==> src/sbr_pkg.sv <==
// ----------------------------------------------------------------------------
// Stereo bus router package
// Shared widths, register codes, item types, limiter constants and the
// tanh table used by the router and the limiter lanes.
// ----------------------------------------------------------------------------
package sbr_pkg;

   // Block dimensions
   localparam int BUS_COUNT        = 4;
   localparam int CHAN_COUNT       = 8;
   localparam int NUM_BUSES_DEF    = 4;
   localparam int MAX_CHANNELS_DEF = 8;

   // Field widths
   localparam int SAMPLE_W  = 24;
   localparam int SUM_W     = 26;
   localparam int OUT_W     = 24;
   localparam int CFG_W     = 4;
   localparam int CSR_IDX_W = 3;
   localparam int BUS_IDX_W = 2;

   // Limiter pipeline depth and latency from accept to result strobe
   localparam int LANE_STAGES = 5;
   localparam int PIPE_DEPTH  = LANE_STAGES + 1;
   localparam int LATENCY     = LANE_STAGES + 2;

   // Limiter constants
   localparam int THR20    = 1036013;
   localparam int THR23    = 8288105;
   localparam int KNEE20   = 12478;
   localparam int KNEE23   = 99824;
   localparam int TAB_LAST = 25;
   localparam int HALF16   = 32768;

   // Internal widths of the limiter lane
   localparam int E_W         = 17;
   localparam int U_W         = 19;
   localparam int IDX_W       = 5;
   localparam int FRAC_W      = 14;
   localparam int DIFF_W      = 14;
   localparam int T_W         = 17;
   localparam int P_W         = 33;
   localparam int RECIP_W     = 33;
   localparam int RECIP_SHIFT = 46;
   localparam int U_SHIFT     = RECIP_SHIFT - 16;

   // Excess at which the table index reaches its last entry
   localparam longint E_SAT = (longint'(TAB_LAST) * 16384 * KNEE20 + 65535) / 65536;
   localparam longint SAT_MAG = longint'(THR20) + E_SAT;
   // Rounded-up reciprocal of the knee, exact for every excess below E_SAT
   localparam longint RECIP = ((longint'(1) <<< RECIP_SHIFT) + KNEE20 - 1) / KNEE20;
   localparam logic [T_W-1:0] T_ONE = T_W'(65536);

   // tanh at quarter steps in Q.16, padded with the saturated value
   localparam logic [T_W-1:0] TANH_TAB [32] = '{
      17'd0,     17'd16051, 17'd30285, 17'd41625, 17'd49912, 17'd55593,
      17'd59320, 17'd61694, 17'd63179, 17'd64096, 17'd64659, 17'd65000,
      17'd65212, 17'd65339, 17'd65417, 17'd65464, 17'd65492, 17'd65509,
      17'd65520, 17'd65526, 17'd65530, 17'd65532, 17'd65534, 17'd65535,
      17'd65535, 17'd65536, 17'd65536, 17'd65536, 17'd65536, 17'd65536,
      17'd65536, 17'd65536
   };

   // Configuration register codes
   typedef enum logic [CSR_IDX_W-1:0] {
      REG_BUS0   = 3'd0,
      REG_BUS1   = 3'd1,
      REG_BUS2   = 3'd2,
      REG_BUS3   = 3'd3,
      REG_MUTE   = 3'd4,
      REG_ACTIVE = 3'd5
   } csr_reg_type;

   typedef struct packed {
      logic [BUS_COUNT-1:0][CFG_W-1:0] bus_chan;
      logic [CFG_W-1:0]                mute;
      logic [CFG_W-1:0]                active;
   } cfg_type;

   localparam cfg_type CFG_RESET = '{
      bus_chan: {BUS_COUNT{4'hF}},
      mute:     4'h0,
      active:   4'd8
   };

   typedef struct packed {
      logic signed [SAMPLE_W-1:0] bus0_left;
      logic signed [SAMPLE_W-1:0] bus0_right;
      logic signed [SAMPLE_W-1:0] bus1_left;
      logic signed [SAMPLE_W-1:0] bus1_right;
      logic signed [SAMPLE_W-1:0] bus2_left;
      logic signed [SAMPLE_W-1:0] bus2_right;
      logic signed [SAMPLE_W-1:0] bus3_left;
      logic signed [SAMPLE_W-1:0] bus3_right;
      logic                       frame_last;
   } req_type;

   typedef struct packed {
      logic signed [OUT_W-1:0] chan0_out;
      logic signed [OUT_W-1:0] chan1_out;
      logic signed [OUT_W-1:0] chan2_out;
      logic signed [OUT_W-1:0] chan3_out;
      logic signed [OUT_W-1:0] chan4_out;
      logic signed [OUT_W-1:0] chan5_out;
      logic signed [OUT_W-1:0] chan6_out;
      logic signed [OUT_W-1:0] chan7_out;
      logic                    block_end;
   } rsp_type;

   // Slope between neighboring table entries
   function automatic logic [DIFF_W-1:0] tanh_step(input logic [IDX_W-1:0] idx);
      logic [T_W-1:0] nxt;
      if (idx >= IDX_W'(TAB_LAST)) begin
         nxt = TANH_TAB[idx];
      end else begin
         nxt = TANH_TAB[idx + IDX_W'(1)];
      end
      return DIFF_W'(nxt - TANH_TAB[idx]);
   endfunction

endpackage

==> src/sbr_router.sv <==
// ----------------------------------------------------------------------------
// Bus router
// Routes each unmuted bus pair onto its device channels and registers the
// per-channel sums.
// ----------------------------------------------------------------------------
module sbr_router #(
   parameter int NUM_BUSES    = sbr_pkg::NUM_BUSES_DEF,
   parameter int MAX_CHANNELS = sbr_pkg::MAX_CHANNELS_DEF
) (
   input  logic                                clock,
   input  sbr_pkg::cfg_type                    cfg_i,
   input  sbr_pkg::req_type                    req_i,
   output logic signed [sbr_pkg::SUM_W-1:0]    sum_o [sbr_pkg::CHAN_COUNT]
);

   logic signed [sbr_pkg::SAMPLE_W-1:0] left_w  [sbr_pkg::BUS_COUNT];
   logic signed [sbr_pkg::SAMPLE_W-1:0] right_w [sbr_pkg::BUS_COUNT];
   logic signed [sbr_pkg::SUM_W-1:0]    sum_in  [sbr_pkg::CHAN_COUNT];
   logic signed [sbr_pkg::SUM_W-1:0]    sum_ff  [sbr_pkg::CHAN_COUNT];
   logic [sbr_pkg::CFG_W-1:0]           act_w;

   always_comb begin
      left_w[0]  = req_i.bus0_left;
      right_w[0] = req_i.bus0_right;
      left_w[1]  = req_i.bus1_left;
      right_w[1] = req_i.bus1_right;
      left_w[2]  = req_i.bus2_left;
      right_w[2] = req_i.bus2_right;
      left_w[3]  = req_i.bus3_left;
      right_w[3] = req_i.bus3_right;
   end

   // clamp the active count to the channels that exist
   assign act_w = (cfg_i.active > sbr_pkg::CFG_W'(MAX_CHANNELS)) ?
                  sbr_pkg::CFG_W'(MAX_CHANNELS) : cfg_i.active;

   always_comb begin
      for (int c = 0; c < sbr_pkg::CHAN_COUNT; c++) begin
         sum_in[c] = '0;
         for (int b = 0; b < sbr_pkg::BUS_COUNT; b++) begin
            if (b < NUM_BUSES && c < MAX_CHANNELS && !cfg_i.mute[b] &&
                !cfg_i.bus_chan[b][sbr_pkg::CFG_W-1] &&
                sbr_pkg::CFG_W'(c) < act_w) begin
               if ({1'b0, cfg_i.bus_chan[b][sbr_pkg::CFG_W-2:0]} ==
                   sbr_pkg::CFG_W'(c)) begin
                  sum_in[c] = sum_in[c] + sbr_pkg::SUM_W'(left_w[b]);
               end else if (({1'b0, cfg_i.bus_chan[b][sbr_pkg::CFG_W-2:0]} +
                             sbr_pkg::CFG_W'(1)) == sbr_pkg::CFG_W'(c)) begin
                  sum_in[c] = sum_in[c] + sbr_pkg::SUM_W'(right_w[b]);
               end
            end
         end
      end
   end

   always_ff @(posedge clock) begin
      sum_ff <= sum_in;
   end

   assign sum_o = sum_ff;

endmodule

==> config.mk <==
export PLATFORM = sky130hd
export DESIGN_NAME = sbr_router
export DESIGN_NICKNAME = d
export VERILOG_FILES = /design/src/sbr_pkg.sv /design/src/sbr_router.sv
export SDC_FILE = /design/constraint.sdc
export NUM_CORES = 2
export LEC_CHECK = 0
export BUFFER_PORTS_ARGS = -buffer_cell sky130_fd_sc_hd__clkbuf_2
export CAP_MARGIN = 5
export CORE_MARGIN = 2
export CORE_UTILIZATION = 35
export DETAILED_ROUTE_END_ITERATION = 16
export PLACE_DENSITY = 0.52
export SYNTH_ARGS = -nofsm -noshare
export SYNTH_HDL_FRONTEND = slang
export SYNTH_SLANG_ARGS = --single-unit
==> constraint.sdc <==
create_clock -name clock -period 10.7 [get_ports clock]
set_clock_uncertainty 0.05 [all_clocks]
set_input_delay 2.14 -clock clock [delete_from_list [all_inputs] [get_ports clock]]
set_output_delay 2.14 -clock clock [all_outputs]
set_load 0.05 [all_outputs]
-- Word-level counts from Yosys, hierarchy flattened
Cells that the tools add are included.
- register bits: 208
- input port bits: 218
- output and inout port bits: 208
- logic and storage cells: 274
- add/subtract/negate cells: 52
- order comparisons: 9
- equality and inequality tests: 56
- muxes and demuxes: 97
- reduce and logical (&&, ||, !) cells: 52
- operator list (kind ; count):
    2-to-1 mux 26 bit ; 96
    adder 26 x 24 -> 26 bit ; 48
    == test 4 x 3 -> 1 bit, second input constant ; 16
    == test 3 bit, second input constant ; 16
    logical AND 1 bit ; 36
    == test 4 x 2 -> 1 bit, second input constant ; 8
    == test 3 x 2 -> 1 bit, second input constant ; 8
    adder 3 x 1 -> 4 bit, second input constant ; 4
    == test 4 x 1 -> 1 bit, second input constant ; 4
    zero test 4 bit ; 4
    less-than comparator 3 x 4 -> 1 bit, first input constant ; 4
    == test 3 x 1 -> 1 bit, second input constant ; 4
    zero test 3 bit ; 4
    zero test 1 bit ; 8
    less-than comparator 1 x 4 -> 1 bit, first input constant ; 2
    less-than comparator 2 x 4 -> 1 bit, first input constant ; 2
    > comparator 4 bit, second input constant ; 1
    2-to-1 mux 4 bit ; 1

-- Longest topological paths before layout
- depth in word-level cells: 17
- mapped depth: 48
- mapped depth without buffers: 44

-- Worst setup path after synthesis
OpenSTA, ideal clock, no wires.
- path type: input-to-reg
- start: input cfg_i[9] (netlist name)
- end: register sum_ff (netlist bit sum_o[25])
- library setup time: 0.124 ns
- arrival: 10.778 ns
- required time: 10.526 ns
- slack: -0.252 ns
- stages: 44
- path buffers: 5
- cell sequence: buf_2 -> buf_2 -> and2_1 -> ha_1 -> buf_2 -> nor3_1 -> clkbuf_1 -> buf_1 -> a22oi_1 -> nor2_1 -> ha_1 -> nor2b_1 -> o21ai_0 -> a21oi_1 -> a211oi_1 -> xnor2_1 -> o22ai_1 -> a211oi_1 -> (+8 left out) -> xor2_1 -> a22oi_1 -> nor2_1 -> a221oi_1 -> ha_1 -> a21o_1 -> or4b_2 -> nor2_1 -> a2111oi_0 -> o21ai_0 -> a21boi_0 -> o31a_1 -> o2111ai_1 -> a31oi_1 -> xnor2_1 -> o21ai_0 -> nor3_1 -> xor2_1
- RTL lines (item ; RTL line ; RTL):
    start, declared ; sbr_router.sv:11 ; input sbr_pkg::cfg_type cfg_i,
    end signal, assigned ; sbr_router.sv:57 ; sum_ff <= sum_in;
    end, declared ; sbr_router.sv:19 ; logic signed [sbr_pkg::SUM_W-1:0] sum_ff [sbr_pkg::CHAN_COUNT];

==> key figures <==
Outcome
  – Status: finished clean

Die
  – Die Y-Extent: 457 um
  – Chip width: 457 um
  – Core area: 205000 um2
  – Initial Utilization: 35.2%
  – Row count: 166
  – IO Pins: 426
  – Die ar.: 209000 um2

Detailed routing
  – 1st-iter DRT viols: 9705
  – Residual DRC: 0
  – Vias: 91363
  – Pre-antenna DRT Iters: 9
  – Routed Antenna Nets: 0
  – Routed WL per cell: 27.8 um
  – Via-to-Cell Ratio: 6.18
  – Final WL: 411000 um

Power and ir drop
  – PD cells: 61.2 nW/um2
  – Worst vdd rail ir drop: 0.0992 mV
  – Leak: 44.6 nW

Global route
  – Total GRT Usage: 37.1%
  – Vias in the first global route: 83746
  – First-pass GRT wire length: 576000 um
  – Final global-route overflow total: 0
  – Largest net degree at the start of global routing: 31
  – Initial antenna violation count: 28

STA
  – Tcrit/Tclk final: 98.6%
  – Pins Over Slew Limit: 0
  – Max-slew headroom at the worst pin: 12.2%
  – Worst Max-Slew Pin Slew: 1310 ps
  – Post-route minimum period: 10540 ps
  – RSZ-0062 raised after global routing: yes
  – Peak Freq: 0.0948 GHz
  – Final count of negative-setup-slack endpoints: 0
  – Hold slack: 2220 ps
  – Final hold vios: 0

Clock tree
  – Clock sinks: 208
  – Root Driver: clkbuf_16
  – CTS Buffer Depth: 3
  – Num CTS Buffers: 24
  – Htree depth: 1
  – CTS clk-pin slew, worst paths: 80 ps
  – TritonCTS clock tree: built

Place
  – Port bufs: 424
  – Final GP Congestion: 1.04
  – Hpwl dp: 340000 um
  – Cell Area, Placed: 90600 um2

Yosys
  – Post-synthesis sequential area ratio: 5.79%
  – Synthesized area: 72000 um2
  – Synth Instances: 10032
  – Syn Area/Cell: 7.17 um2
  – Post-synth EDFFs: 0
  – Yosys cell types: 110
  – Synth Warn #: 0
  – Main synth FF type: dfxtp_1
  – Post-synthesis net count: 11482
  – Number of synthesized register bits: 208
  – Ys async rst share: 0%

Run
  – Max-Cap Viols: 0

Min path
  – Hold path cells: 4
  – Worst Hold Path EP: sum_o[188]
  – Critical hold path startpoint: cfg_i[7]
  – Hold crit path type: input pin to flop

Layout
  – Layout area overhead: 27.7%
  – Fillers: 20902
  – Finished layout cell area: 91900 um2
  – Max FFs per register: 208
  – Share of cells above drive strength 1: 21.7%
  – Most common cell after layout, fill and taps aside: buf_4
  – Commonest non-fill, non-tap cells in the layout: buf_4 (1897), ha_1 (1185), nor2_1 (993)
  – Nets: 13517

Critical path
  – WS Path Type: input pin to flop
  – WP data required: 11200 ps
  – Worst-path fanout max: 12
  – Critical path's slowest cell: a2111oi_1
  – Worst Setup End Kind: flop
  – CP peak stage delay: 550 ps
  – Crit-path most repeated cell: buf_4
  – Startpoint Class: input pin
  – Critical path arrival: 11050 ps
-- cell usage after synthesis (all sizes together) (43+ instances only) --
cell type     n  area (um2)
o21bai      106         800
a211oi      105         813
o31ai        66         514
xor2        368        3220
or3          73         457
fa           44         881
o22ai       392        2460
and2         70         438
nor3        209        1050
nand4        51         325
nor2       1007        3780
inv         329        1230
a22oi       328        2460
o21ai       677        3400
a2bb2oi      64         561
a21boi       43         323
a21oi       991        4970
a221o        44         440
nand2       655        2460
a22o         88         771
nor2b       154         963
o21a        221        1660
a21o        355        2670
xnor2       603        5280
ha         1188       14900
nand2b      200        1250
a31oi       101         632
o211ai       85         643
and3         66         413
dfxtp       208        4160
nand3       144         721
clkbuf      279        1070
or2          47         297
-- repair_timing --
action | in CTS | in global routing
cloned | 0 | 0
buffers inserted | 0 | 6
hold buffers | 0 | 0
setup endpoints to repair | 2 | 37
pin swaps | 0 | 24
gates resized for setup | 2 | 126
-- worst max-delay path by stage --
stage / start / end / slack [ps] / depth (start not counted)
after global placement: cfg_i[10] / sum_o[25] / -770 / 44
final: cfg_i[9] / sum_o[181] / 160 / 42
after CTS: cfg_i[10] / sum_o[25] / 9 / 44
after floorplan: cfg_i[9] / sum_o[25] / 80 / 44
after global routing: cfg_i[9] / sum_o[155] / -70 / 47
after detailed placement: cfg_i[10] / sum_o[181] / -690 / 42
-- worst max-delay path: cells and delay by family --
family                   cells  cell delay, ps
XOR/XNOR                     3             440
AO/OA/AOI/OAI               20            4340
AND/OR/NAND/NOR              7            1300
adder cells (fa/ha/maj)      4            1470
buffers and inverters        8            1330
-- cell type report --
class / instances / area [um2] / share of cell area [%]
multi-input combinational: 9171 / 65800 / 71.6
timing repair buffer: 2327 / 16500 / 17.9
sequential: 208 / 4160 / 4.53
tap: 2688 / 3360 / 3.66
inverter: 335 / 1260 / 1.37
clock buffer: 32 / 672 / 0.731
clock inverter: 12 / 118 / 0.128
antenna: 13 / 32.5 / 0.0354
-- per-stage QoR --
stage / power (mW) / setup WS [ps] / instances / utilization, % / TNS [ps]
after floorplan: 3.04 / 76.2 / 10032 / - / 0
after global placement: 4.59 / -773 / 14723 / 44.3 / -7640
after detailed placement: 4.62 / -689 / 14723 / 44.3 / -9110
after CTS: 5.52 / 8.80 / 14767 / 44.7 / 0
after global routing: 5.90 / -67.9 / 14775 / 44.9 / -148
final: 5.62 / 155 / 14786 / 44.9 / 0
-- kinds of logic after synthesis --
group                    after synthesis  share of synthesized area [%]
AO/OA/AOI/OAI                       4119                           38.0
AND/OR/NAND/NOR                     2817                           18.5
buffers and inverters                653                           3.51
flip-flops                           208                           5.79
multiplexers                          22                          0.311
XOR/XNOR                             973                           11.9
adder cells (fa/ha/maj)             1240                           22.0
-- report_power, final --
part	switching [mW]	internal (mW)
clock network	0.414	0.454
registers	0.0199	0.832
logic	2.38	1.52
-- metal layers --
metal	share of wire, %	vias to the layer above	global-route usage [%]	wire [um]
li1	-	42279	-	-
met1	43	43387	51.1	178000
met2	40	4826	53.9	164000
met3	10	861	7.51	42400
met4	6.3	10	19.7	25900
met5	0.016	-	0	67
Note: power is estimated with default switching activity, not from simulation.
