<file path="src/sbr_pkg.sv">
// ----------------------------------------------------------------------------
// Stereo bus router package
// Shared widths, register codes, item types, limiter constants and the
// tanh table used by the router and the limiter lanes.
// ----------------------------------------------------------------------------
package sbr_pkg;

   // Block dimensions
   localparam int BUS_COUNT        = 4;
   localparam int CHAN_COUNT       = 8;
   localparam int NUM_BUSES_DEF    = 4;
   localparam int MAX_CHANNELS_DEF = 8;

   // Field widths
   localparam int SAMPLE_W  = 24;
   localparam int SUM_W     = 26;
   localparam int OUT_W     = 24;
   localparam int CFG_W     = 4;
   localparam int CSR_IDX_W = 3;
   localparam int BUS_IDX_W = 2;

   // Limiter pipeline depth and latency from accept to result strobe
   localparam int LANE_STAGES = 5;
   localparam int PIPE_DEPTH  = LANE_STAGES + 1;
   localparam int LATENCY     = LANE_STAGES + 2;

   // Limiter constants
   localparam int THR20    = 1036013;
   localparam int THR23    = 8288105;
   localparam int KNEE20   = 12478;
   localparam int KNEE23   = 99824;
   localparam int TAB_LAST = 25;
   localparam int HALF16   = 32768;

   // Internal widths of the limiter lane
   localparam int E_W         = 17;
   localparam int U_W         = 19;
   localparam int IDX_W       = 5;
   localparam int FRAC_W      = 14;
   localparam int DIFF_W      = 14;
   localparam int T_W         = 17;
   localparam int P_W         = 33;
   localparam int RECIP_W     = 33;
   localparam int RECIP_SHIFT = 46;
   localparam int U_SHIFT     = RECIP_SHIFT - 16;

   // Excess at which the table index reaches its last entry
   localparam longint E_SAT = (longint'(TAB_LAST) * 16384 * KNEE20 + 65535) / 65536;
   localparam longint SAT_MAG = longint'(THR20) + E_SAT;
   // Rounded-up reciprocal of the knee, exact for every excess below E_SAT
   localparam longint RECIP = ((longint'(1) <<< RECIP_SHIFT) + KNEE20 - 1) / KNEE20;
   localparam logic [T_W-1:0] T_ONE = T_W'(65536);

   // tanh at quarter steps in Q.16, padded with the saturated value
   localparam logic [T_W-1:0] TANH_TAB [32] = '{
      17'd0,     17'd16051, 17'd30285, 17'd41625, 17'd49912, 17'd55593,
      17'd59320, 17'd61694, 17'd63179, 17'd64096, 17'd64659, 17'd65000,
      17'd65212, 17'd65339, 17'd65417, 17'd65464, 17'd65492, 17'd65509,
      17'd65520, 17'd65526, 17'd65530, 17'd65532, 17'd65534, 17'd65535,
      17'd65535, 17'd65536, 17'd65536, 17'd65536, 17'd65536, 17'd65536,
      17'd65536, 17'd65536
   };

   // Configuration register codes
   typedef enum logic [CSR_IDX_W-1:0] {
      REG_BUS0   = 3'd0,
      REG_BUS1   = 3'd1,
      REG_BUS2   = 3'd2,
      REG_BUS3   = 3'd3,
      REG_MUTE   = 3'd4,
      REG_ACTIVE = 3'd5
   } csr_reg_type;

   typedef struct packed {
      logic [BUS_COUNT-1:0][CFG_W-1:0] bus_chan;
      logic [CFG_W-1:0]                mute;
      logic [CFG_W-1:0]                active;
   } cfg_type;

   localparam cfg_type CFG_RESET = '{
      bus_chan: {BUS_COUNT{4'hF}},
      mute:     4'h0,
      active:   4'd8
   };

   typedef struct packed {
      logic signed [SAMPLE_W-1:0] bus0_left;
      logic signed [SAMPLE_W-1:0] bus0_right;
      logic signed [SAMPLE_W-1:0] bus1_left;
      logic signed [SAMPLE_W-1:0] bus1_right;
      logic signed [SAMPLE_W-1:0] bus2_left;
      logic signed [SAMPLE_W-1:0] bus2_right;
      logic signed [SAMPLE_W-1:0] bus3_left;
      logic signed [SAMPLE_W-1:0] bus3_right;
      logic                       frame_last;
   } req_type;

   typedef struct packed {
      logic signed [OUT_W-1:0] chan0_out;
      logic signed [OUT_W-1:0] chan1_out;
      logic signed [OUT_W-1:0] chan2_out;
      logic signed [OUT_W-1:0] chan3_out;
      logic signed [OUT_W-1:0] chan4_out;
      logic signed [OUT_W-1:0] chan5_out;
      logic signed [OUT_W-1:0] chan6_out;
      logic signed [OUT_W-1:0] chan7_out;
      logic                    block_end;
   } rsp_type;

   // Slope between neighboring table entries
   function automatic logic [DIFF_W-1:0] tanh_step(input logic [IDX_W-1:0] idx);
      logic [T_W-1:0] nxt;
      if (idx >= IDX_W'(TAB_LAST)) begin
         nxt = TANH_TAB[idx];
      end else begin
         nxt = TANH_TAB[idx + IDX_W'(1)];
      end
      return DIFF_W'(nxt - TANH_TAB[idx]);
   endfunction

endpackage

</file>
<file path="src/sbr_lane.sv">
// ----------------------------------------------------------------------------
// Soft limiter lane
// Five-stage pipeline that passes one channel sum through the soft knee:
// excess, reciprocal scale, table lookup, interpolation, knee scale.
// ----------------------------------------------------------------------------
module sbr_lane (
   input  logic                              clock,
   input  logic signed [sbr_pkg::SUM_W-1:0]  sum_i,
   output logic signed [sbr_pkg::OUT_W-1:0]  y_o
);

   typedef struct packed {
      logic                            neg;
      logic                            lim;
      logic                            sat;
      logic signed [sbr_pkg::OUT_W-1:0] lin;
   } lane_ctl_type;

   lane_ctl_type                                     ctl_in;
   lane_ctl_type                                     ctl_ff [sbr_pkg::LANE_STAGES];
   logic [sbr_pkg::SUM_W-1:0]                        mag_w;
   logic [sbr_pkg::E_W-1:0]                          e_in, e_ff;
   logic [sbr_pkg::E_W+sbr_pkg::RECIP_W-1:0]         scale_w;
   logic [sbr_pkg::U_W-1:0]                          u_in, u_ff;
   logic [sbr_pkg::IDX_W-1:0]                        idx_w;
   logic [sbr_pkg::T_W-1:0]                          base_in, base_ff;
   logic [sbr_pkg::DIFF_W-1:0]                       diff_in, diff_ff;
   logic [sbr_pkg::FRAC_W-1:0]                       frac_in, frac_ff;
   logic [2*sbr_pkg::FRAC_W-1:0]                     interp_w;
   logic [sbr_pkg::T_W-1:0]                          t_in, t_ff;
   logic [sbr_pkg::P_W-1:0]                          p_in, p_ff;
   logic [sbr_pkg::P_W-1:0]                          rnd_w;
   logic [sbr_pkg::OUT_W-1:0]                        knee_mag_w;

   // excess over the threshold
   always_comb begin
      mag_w = sum_i[sbr_pkg::SUM_W-1] ? sbr_pkg::SUM_W'(-sum_i) : sbr_pkg::SUM_W'(sum_i);
      ctl_in.neg = sum_i[sbr_pkg::SUM_W-1];
      ctl_in.lim = mag_w > sbr_pkg::SUM_W'(sbr_pkg::THR20);
      ctl_in.sat = mag_w >= sbr_pkg::SUM_W'(sbr_pkg::SAT_MAG);
      ctl_in.lin = sbr_pkg::OUT_W'({sum_i[sbr_pkg::OUT_W-4:0], 3'b000});
      e_in = sbr_pkg::E_W'(mag_w - sbr_pkg::SUM_W'(sbr_pkg::THR20));
   end

   // excess over knee, Q.16
   always_comb begin
      scale_w = sbr_pkg::E_W'(e_ff) * (sbr_pkg::E_W + sbr_pkg::RECIP_W)'(sbr_pkg::RECIP);
      u_in    = scale_w[sbr_pkg::U_SHIFT +: sbr_pkg::U_W];
   end

   // table lookup
   always_comb begin
      idx_w   = u_ff[sbr_pkg::U_W-1 -: sbr_pkg::IDX_W];
      base_in = sbr_pkg::TANH_TAB[idx_w];
      diff_in = sbr_pkg::tanh_step(idx_w);
      frac_in = u_ff[sbr_pkg::FRAC_W-1:0];
   end

   // interpolate, saturate past the last entry
   always_comb begin
      interp_w = (2*sbr_pkg::FRAC_W)'(diff_ff) * (2*sbr_pkg::FRAC_W)'(frac_ff);
      t_in = ctl_ff[2].sat ? sbr_pkg::T_ONE :
             base_ff + sbr_pkg::T_W'(interp_w[2*sbr_pkg::FRAC_W-1:sbr_pkg::FRAC_W]);
   end

   // scale by the knee
   assign p_in = sbr_pkg::P_W'(t_ff) * sbr_pkg::P_W'(sbr_pkg::KNEE23);

   always_ff @(posedge clock) begin
      e_ff      <= e_in;
      u_ff      <= u_in;
      base_ff   <= base_in;
      diff_ff   <= diff_in;
      frac_ff   <= frac_in;
      t_ff      <= t_in;
      p_ff      <= p_in;
      ctl_ff[0] <= ctl_in;
      for (int k = 1; k < sbr_pkg::LANE_STAGES; k++) begin
         ctl_ff[k] <= ctl_ff[k-1];
      end
   end

   // round, add the threshold and restore the sign
   always_comb begin
      rnd_w      = p_ff + sbr_pkg::P_W'(sbr_pkg::HALF16);
      knee_mag_w = sbr_pkg::OUT_W'(sbr_pkg::THR23) +
                   sbr_pkg::OUT_W'(rnd_w[sbr_pkg::P_W-1:16]);
      if (!ctl_ff[sbr_pkg::LANE_STAGES-1].lim) begin
         y_o = ctl_ff[sbr_pkg::LANE_STAGES-1].lin;
      end else if (ctl_ff[sbr_pkg::LANE_STAGES-1].neg) begin
         y_o = -knee_mag_w;
      end else begin
         y_o = knee_mag_w;
      end
   end

endmodule

</file>
<file path="config.mk">
export PLATFORM = sky130hd
export DESIGN_NAME = sbr_lane
export DESIGN_NICKNAME = d
export VERILOG_FILES = /design/src/sbr_pkg.sv /design/src/sbr_lane.sv
export SDC_FILE = /design/constraint.sdc
export NUM_CORES = 2
export LEC_CHECK = 0
export BUFFER_PORTS_ARGS = -buffer_cell sky130_fd_sc_hd__buf_4
export CORE_ASPECT_RATIO = 0.6
export CORE_UTILIZATION = 30
export CTS_CLUSTER_SIZE = 30
export DETAILED_ROUTE_END_ITERATION = 7
export GPL_TIMING_DRIVEN = 1
export PLACE_DENSITY = 0.51
export SETUP_SLACK_MARGIN = 0.3
export SYNTH_ARGS = -nofsm -noshare
export SYNTH_HDL_FRONTEND = slang
export SYNTH_SLANG_ARGS = --single-unit
</file>
<file path="constraint.sdc">
create_clock -name clock -period 12.9 [get_ports clock]
set_clock_uncertainty 0.15 [all_clocks]
set_input_delay 2.58 -clock clock [delete_from_list [all_inputs] [get_ports clock]]
set_output_delay 2.58 -clock clock [all_outputs]
set_load 0.02 [all_outputs]
</file>
Word level (Yosys, flattened, before mapping) --
Memories as Yosys holds them, arrays and structs flattened. Index checks and enable logic that the tools add are counted.
Cells by class: add/subtract/negate cells 8, multiply operators 3, order comparisons 5, muxes and demuxes 8, bitwise gates (word level) 2
Operators with widths (count):
- $mul A17 B33 Y49 const B | 1
- $mux W24 | 2
- $mux W14 | 3
- $mux W17 | 2
- $add A33 B16 Y33 const B | 1
- $mul A17 B13 Y29 const B | 1
- $mul A14 B14 Y28 | 1
- $ge A26 B21 Y1 const B | 1
- $gt A26 B20 Y1 const B | 1
- $mux W26 | 1
- $neg A26 Y26 | 1
- $add A23 B17 Y24 const A | 1
- $neg A24 Y24 | 1
- $add A17 B14 Y17 | 1
- $sub A17 B17 Y17 const B | 1
- $sub A14 B14 Y14 | 1
- $ge A6 B6 Y1 const B | 2
- $not A5 Y6 | 2
- $add A5 B1 Y5 const B | 1
- $ge A5 B5 Y1 const B | 1
Word-level totals: register bits 127, bits in writable memories 135, memory bits (read-only) 1088, input port bits 27, logic and storage cells 36, memories kept 3
Memory list:
- (no name shown) | depth 32, width 17, read ports 1, clocked after memory_dff 0, wr ports 0, RTL line sbr_pkg.sv:118 | return DIFF_W'(nxt - TANH_TAB[idx]);
- (no name shown) | depth 32, width 17, read ports 1, clocked after memory_dff 0, wr ports 0, RTL line sbr_pkg.sv:116 | nxt = TANH_TAB[idx + IDX_W'(1)];
- ctl_ff | depth 5, width 27, read ports 5, clocked after memory_dff 0, wr ports 5, RTL line sbr_lane.sv:20 | lane_ctl_type ctl_ff [sbr_pkg::LANE_STAGES];

Longest topological paths before layout --
word-level depth 7, depth in mapped cells 32

Least setup slack after synthesis --
No wires, ideal clock.
path type register to register, start register diff_ff[7] in the netlist's numbering, end register t_ff[16] in the netlist's numbering, setup time 0.127 ns, arrival 7.181 ns, path slack 5.442 ns, stages on the path, launching flop included 31, period minus slack after synthesis 7.458 ns, cell sequence dfxtp_1 clkbuf_1 and2_1 fa_1 inv_1 fa_1 inv_1 fa_1 fa_1 fa_1 inv_1 fa_1 inv_1 ha_1 o21a_1 o21a_1 o21a_1 a22oi_1 nand3b_1 xor2_1 inv_1 fa_1 nor2b_1 o21ai_0 a21boi_0 o21ai_0 a21oi_1 nor2_1 o211a_1 o31a_1 or3_1
Between the ends: word-level cells in the longest chain between the ends 2
RTL lines:
- start, declared | RTL line sbr_lane.sv:27 | logic [sbr_pkg::DIFF_W-1:0] diff_in, diff_ff;
- start signal, assigned | RTL line sbr_lane.sv:73 | diff_ff <= diff_in;
- $mul A14 B14 Y28 | RTL line sbr_lane.sv:61 | interp_w = (2*sbr_pkg::FRAC_W)'(diff_ff) * (2*sbr_pkg::FRAC_W)'(frac_ff);
- $add A17 B14 Y17 | RTL line sbr_lane.sv:63 | base_ff + sbr_pkg::T_W'(interp_w[2*sbr_pkg::FRAC_W-1:sbr_pkg::FRAC_W]);
- end signal, assigned | RTL line sbr_lane.sv:75 | t_ff <= t_in;
- end, declared | RTL line sbr_lane.sv:30 | logic [sbr_pkg::T_W-1:0] t_in, t_ff;
Every way passes these cells. A chain may end at the register's enable or synchronous reset.

Worst setup path in the final report --
start register frac_ff[4] in the netlist's numbering, end register t_ff[16] in the netlist's numbering
Between the ends: word-level cells in the longest chain between the ends 2
RTL lines:
- start, declared | RTL line sbr_lane.sv:28 | logic [sbr_pkg::FRAC_W-1:0] frac_in, frac_ff;
- start signal, assigned | RTL line sbr_lane.sv:74 | frac_ff <= frac_in;
- $mul A14 B14 Y28 | RTL line sbr_lane.sv:61
- $add A17 B14 Y17 | RTL line sbr_lane.sv:63
Every way passes these cells.

==> results by group <==
CTS
  – CTS sink cnt: 234
  – H-tree levels: 1
  – CTS Buffer Depth: 3
  – Post-CTS resize count: 0
  – Post-CTS Setup Inserts: 0
  – Root Driver: clkbuf_16
  – Insertion delay to the later sink of the worst-skew pair: 0.56 ns
  – Clk slew on worst S/H paths: 0.07 ns
  – Cts hold-fix bufs: 0
  – CTS tree: done
  – CTS buffer count: 24

Drt
  – Drt first pass iters: 5
  – Vias: 19020
  – Post-DR wirelength/cell: 15.82 µm
  – Final antenna-violating net count: 0
  – DRC violations left: 0
  – Initial detailed-routing violation count: 1120
  – Drt via density: 4.532
  – Routed WL: 66400 µm

Cells and area
  – Area of the multi-input gates: 20700 µm²
  – Filler Cells Inserted: 9576
  – Share of layout cells above drive strength 1: 4.894%
  – Register Area: 4684 µm²
  – Area Overhead vs Synth: 8.947%
  – # nets final: 3809

Global routing
  – First-pass GRT wire length: 108300 µm
  – All-Layer GR Usage: 14.47%
  – Initial antenna violation count: 4
  – Grt ovf: 0
  – Vias in the first global route: 18810
  – Largest net degree at the start of global routing: 42

Yosys
  – Simple logic cell fraction of the synthesized area: 11.64%
  – Net Count, Synth: 3804
  – Synth Area in XOR/XNOR: 4.487%
  – Post-synthesis mux area share: 0.5744%
  – Gate Count Post-Synth: 2941
  – Ys flop type: dfxtp_1
  – Post-Synth Adder-Cell Area: 47.66%
  – Post-synth cell types: 88
  – Synth Area in Compound Gates: 9.872%
  – Yosys warns: 0
  – Async set-reset flop share out of synthesis: 0%
  – Post-synth EDFFs: 0
  – Yosys reg bits: 234
  – Post-synthesis sequential area ratio: 16.80%
  – Cell area after synthesis: 27880 µm²
  – Syn_area_per_cell: 9.481 µm²
  – Main combinational cell family by area after synthesis: adder cells

Worst setup path
  – R2R setup slack: 4.35 ns
  – Crit path required time: 13.19 ns
  – Reg-to-Reg End: t_ff[16]
  – Critical-path top delay cell: a311oi_1
  – CP max stage delay: 0.98 ns
  – Worst setup path category: register to register
  – Reg2reg start: frac_ff[4]
  – CP max FO: 14
  – CP endpoint kind: register
  – CP startpoint kind: register
  – R2R depth: 30
  – Critical Path AT: 8.84 ns

Job
  – MaxCap Viol Count: 0

STA
  – Fin crit share: 66.30%
  – Worst Tran Pin Value: 1.166 ns
  – Tmin final: 8.552 ns
  – Final Max Tran Viols: 0
  – Relative slew margins: 21.76%
  – Setup_tns: 0 ns
  – Unrepaired setup endpoints after global routing: no
  – Final hold vios: 0
  – Final setup viols: 0
  – Peak Freq: 116.9 MHz

Placement
  – RD Place Congestion: 0.8460
  – Final HPWL from detailed placement: 55970 µm
  – PortBufs: 50

Hold path
  – Worst hold path type: register to register
  – Hold wc startpoint: ctl_ff[0][16]
  – Worst hold endpoint: ctl_ff[0][43]
  – Hold path cells: 0

Die
  – Total die area: 94210 µm²
  – Row cnt: 86
  – I/O pins: 51
  – Core box area: 91890 µm²
  – Initial Util: 30.34%
  – Die height: 238.2 µm
  – Horiz. Die Dim: 395.6 µm

Outcome
  – Status: finished clean
## cell type report
| class | count | area share [%] |
|---|---|---|
| sequential | 234 | 15.42 |
| inverter | 583 | 7.203 |
| timing repair buffer | 57 | 1.409 |
| clock inverter | 14 | 0.7043 |
| tap | 1232 | 5.074 |
| clock buffer | 29 | 2.039 |
| multi-input combinational | 2046 | 68.13 |
| antenna | 2 | 0.01647 |
## cells by family after synthesis
group | count (synthesis)
AOI/OAI and AO/OA | 406
xor gates and xnor gates | 142
adders and majority gates | 836
buffers and inverters | 661
DFF | 234
muxes | 15
and+or+nand+nor | 647
## cell usage after synthesis, types with 63 or more instances
master,number,share of area (%)
clkbuf_1,63,0.85
ha_1,459,21
dfxtp_1,234,17
and2_1,99,2.2
nor2_1,119,1.6
o21ai_0,91,1.6
nand2_1,211,2.8
fa_1,377,27
xnor2_1,98,3.1
a21oi_1,95,1.7
inv_1,583,7.8
## stage by stage
stage          utilization [%]  setup WS, ns  instances  cell area (µm²)  hold slack [ns]
2_1_floorplan                -         5.442       2941            27880           0.1596
3_3_place_gp             32.15         4.517       4152            29540           0.1599
3_5_place_dp             32.15         4.410       4152            29540           0.1621
4_1_cts                  33.05         4.388       4195            30370           0.1639
5_1_grt                  33.05         3.957       4195            30370           0.1649
6_report                 33.06         4.348       4197            30380           0.1656
## placed cells by master, fill, tap and decap left out, types with 57 or more instances in the layout
cell type | synthesis | final
inv_1 | 583 | 583
nand2_1 | 211 | 211
a21oi_1 | 95 | 95
and2_1 | 99 | 99
buf_4 | 0 | 57
o21ai_0 | 91 | 91
fa_1 | 377 | 377
ha_1 | 459 | 459
nor2_1 | 119 | 119
dfxtp_1 | 234 | 234
xnor2_1 | 98 | 98
## flip-flops by register name, indices dropped and copies added, names as in the netlist
signal	flops
ctl_ff	118
u_ff	19
p_ff	18
base_ff	17
e_ff	17
t_ff	17
diff_ff	14
frac_ff	14
## metal layers
metal | share of wire, % | routed length [µm] | GRT usage (%) | vias to the layer above
met5 | 0.045 | 30 | 0 | -
li1 | - | - | - | 9515
met4 | 0.73 | 482 | 1.287 | 4
met3 | 6.7 | 4450 | 3.169 | 42
met2 | 35 | 23300 | 18.18 | 379
met1 | 57 | 38140 | 24.59 | 9081
## worst max path at each step
stage / from / end / slack [ns] / cells after the start
6_report: frac_ff[4] / t_ff[16] / 4.35 / 30
5_1_grt: frac_ff[4] / t_ff[16] / 3.96 / 30
4_1_cts: frac_ff[4] / t_ff[16] / 4.39 / 30
3_5_place_dp: frac_ff[4] / t_ff[16] / 4.41 / 30
3_3_place_gp: frac_ff[4] / t_ff[16] / 4.52 / 30
2_1_floorplan: diff_ff[7] / t_ff[16] / 5.44 / 30
## worst max-delay path, delay by kind of cell (launching register included)
kind                       cells  cell delay [ns]
xor gates and xnor gates       1             0.17
adders and majority gates      9             3.80
and+or+nand+nor                4             0.84
DFF                            1             0.49
buffers and inverters          6             0.34
AOI/OAI and AO/OA             10             2.66
Power is left out: the tool's default activity adds up to more than one toggle a clock period on the data nets, which glitch-free logic cannot reach.
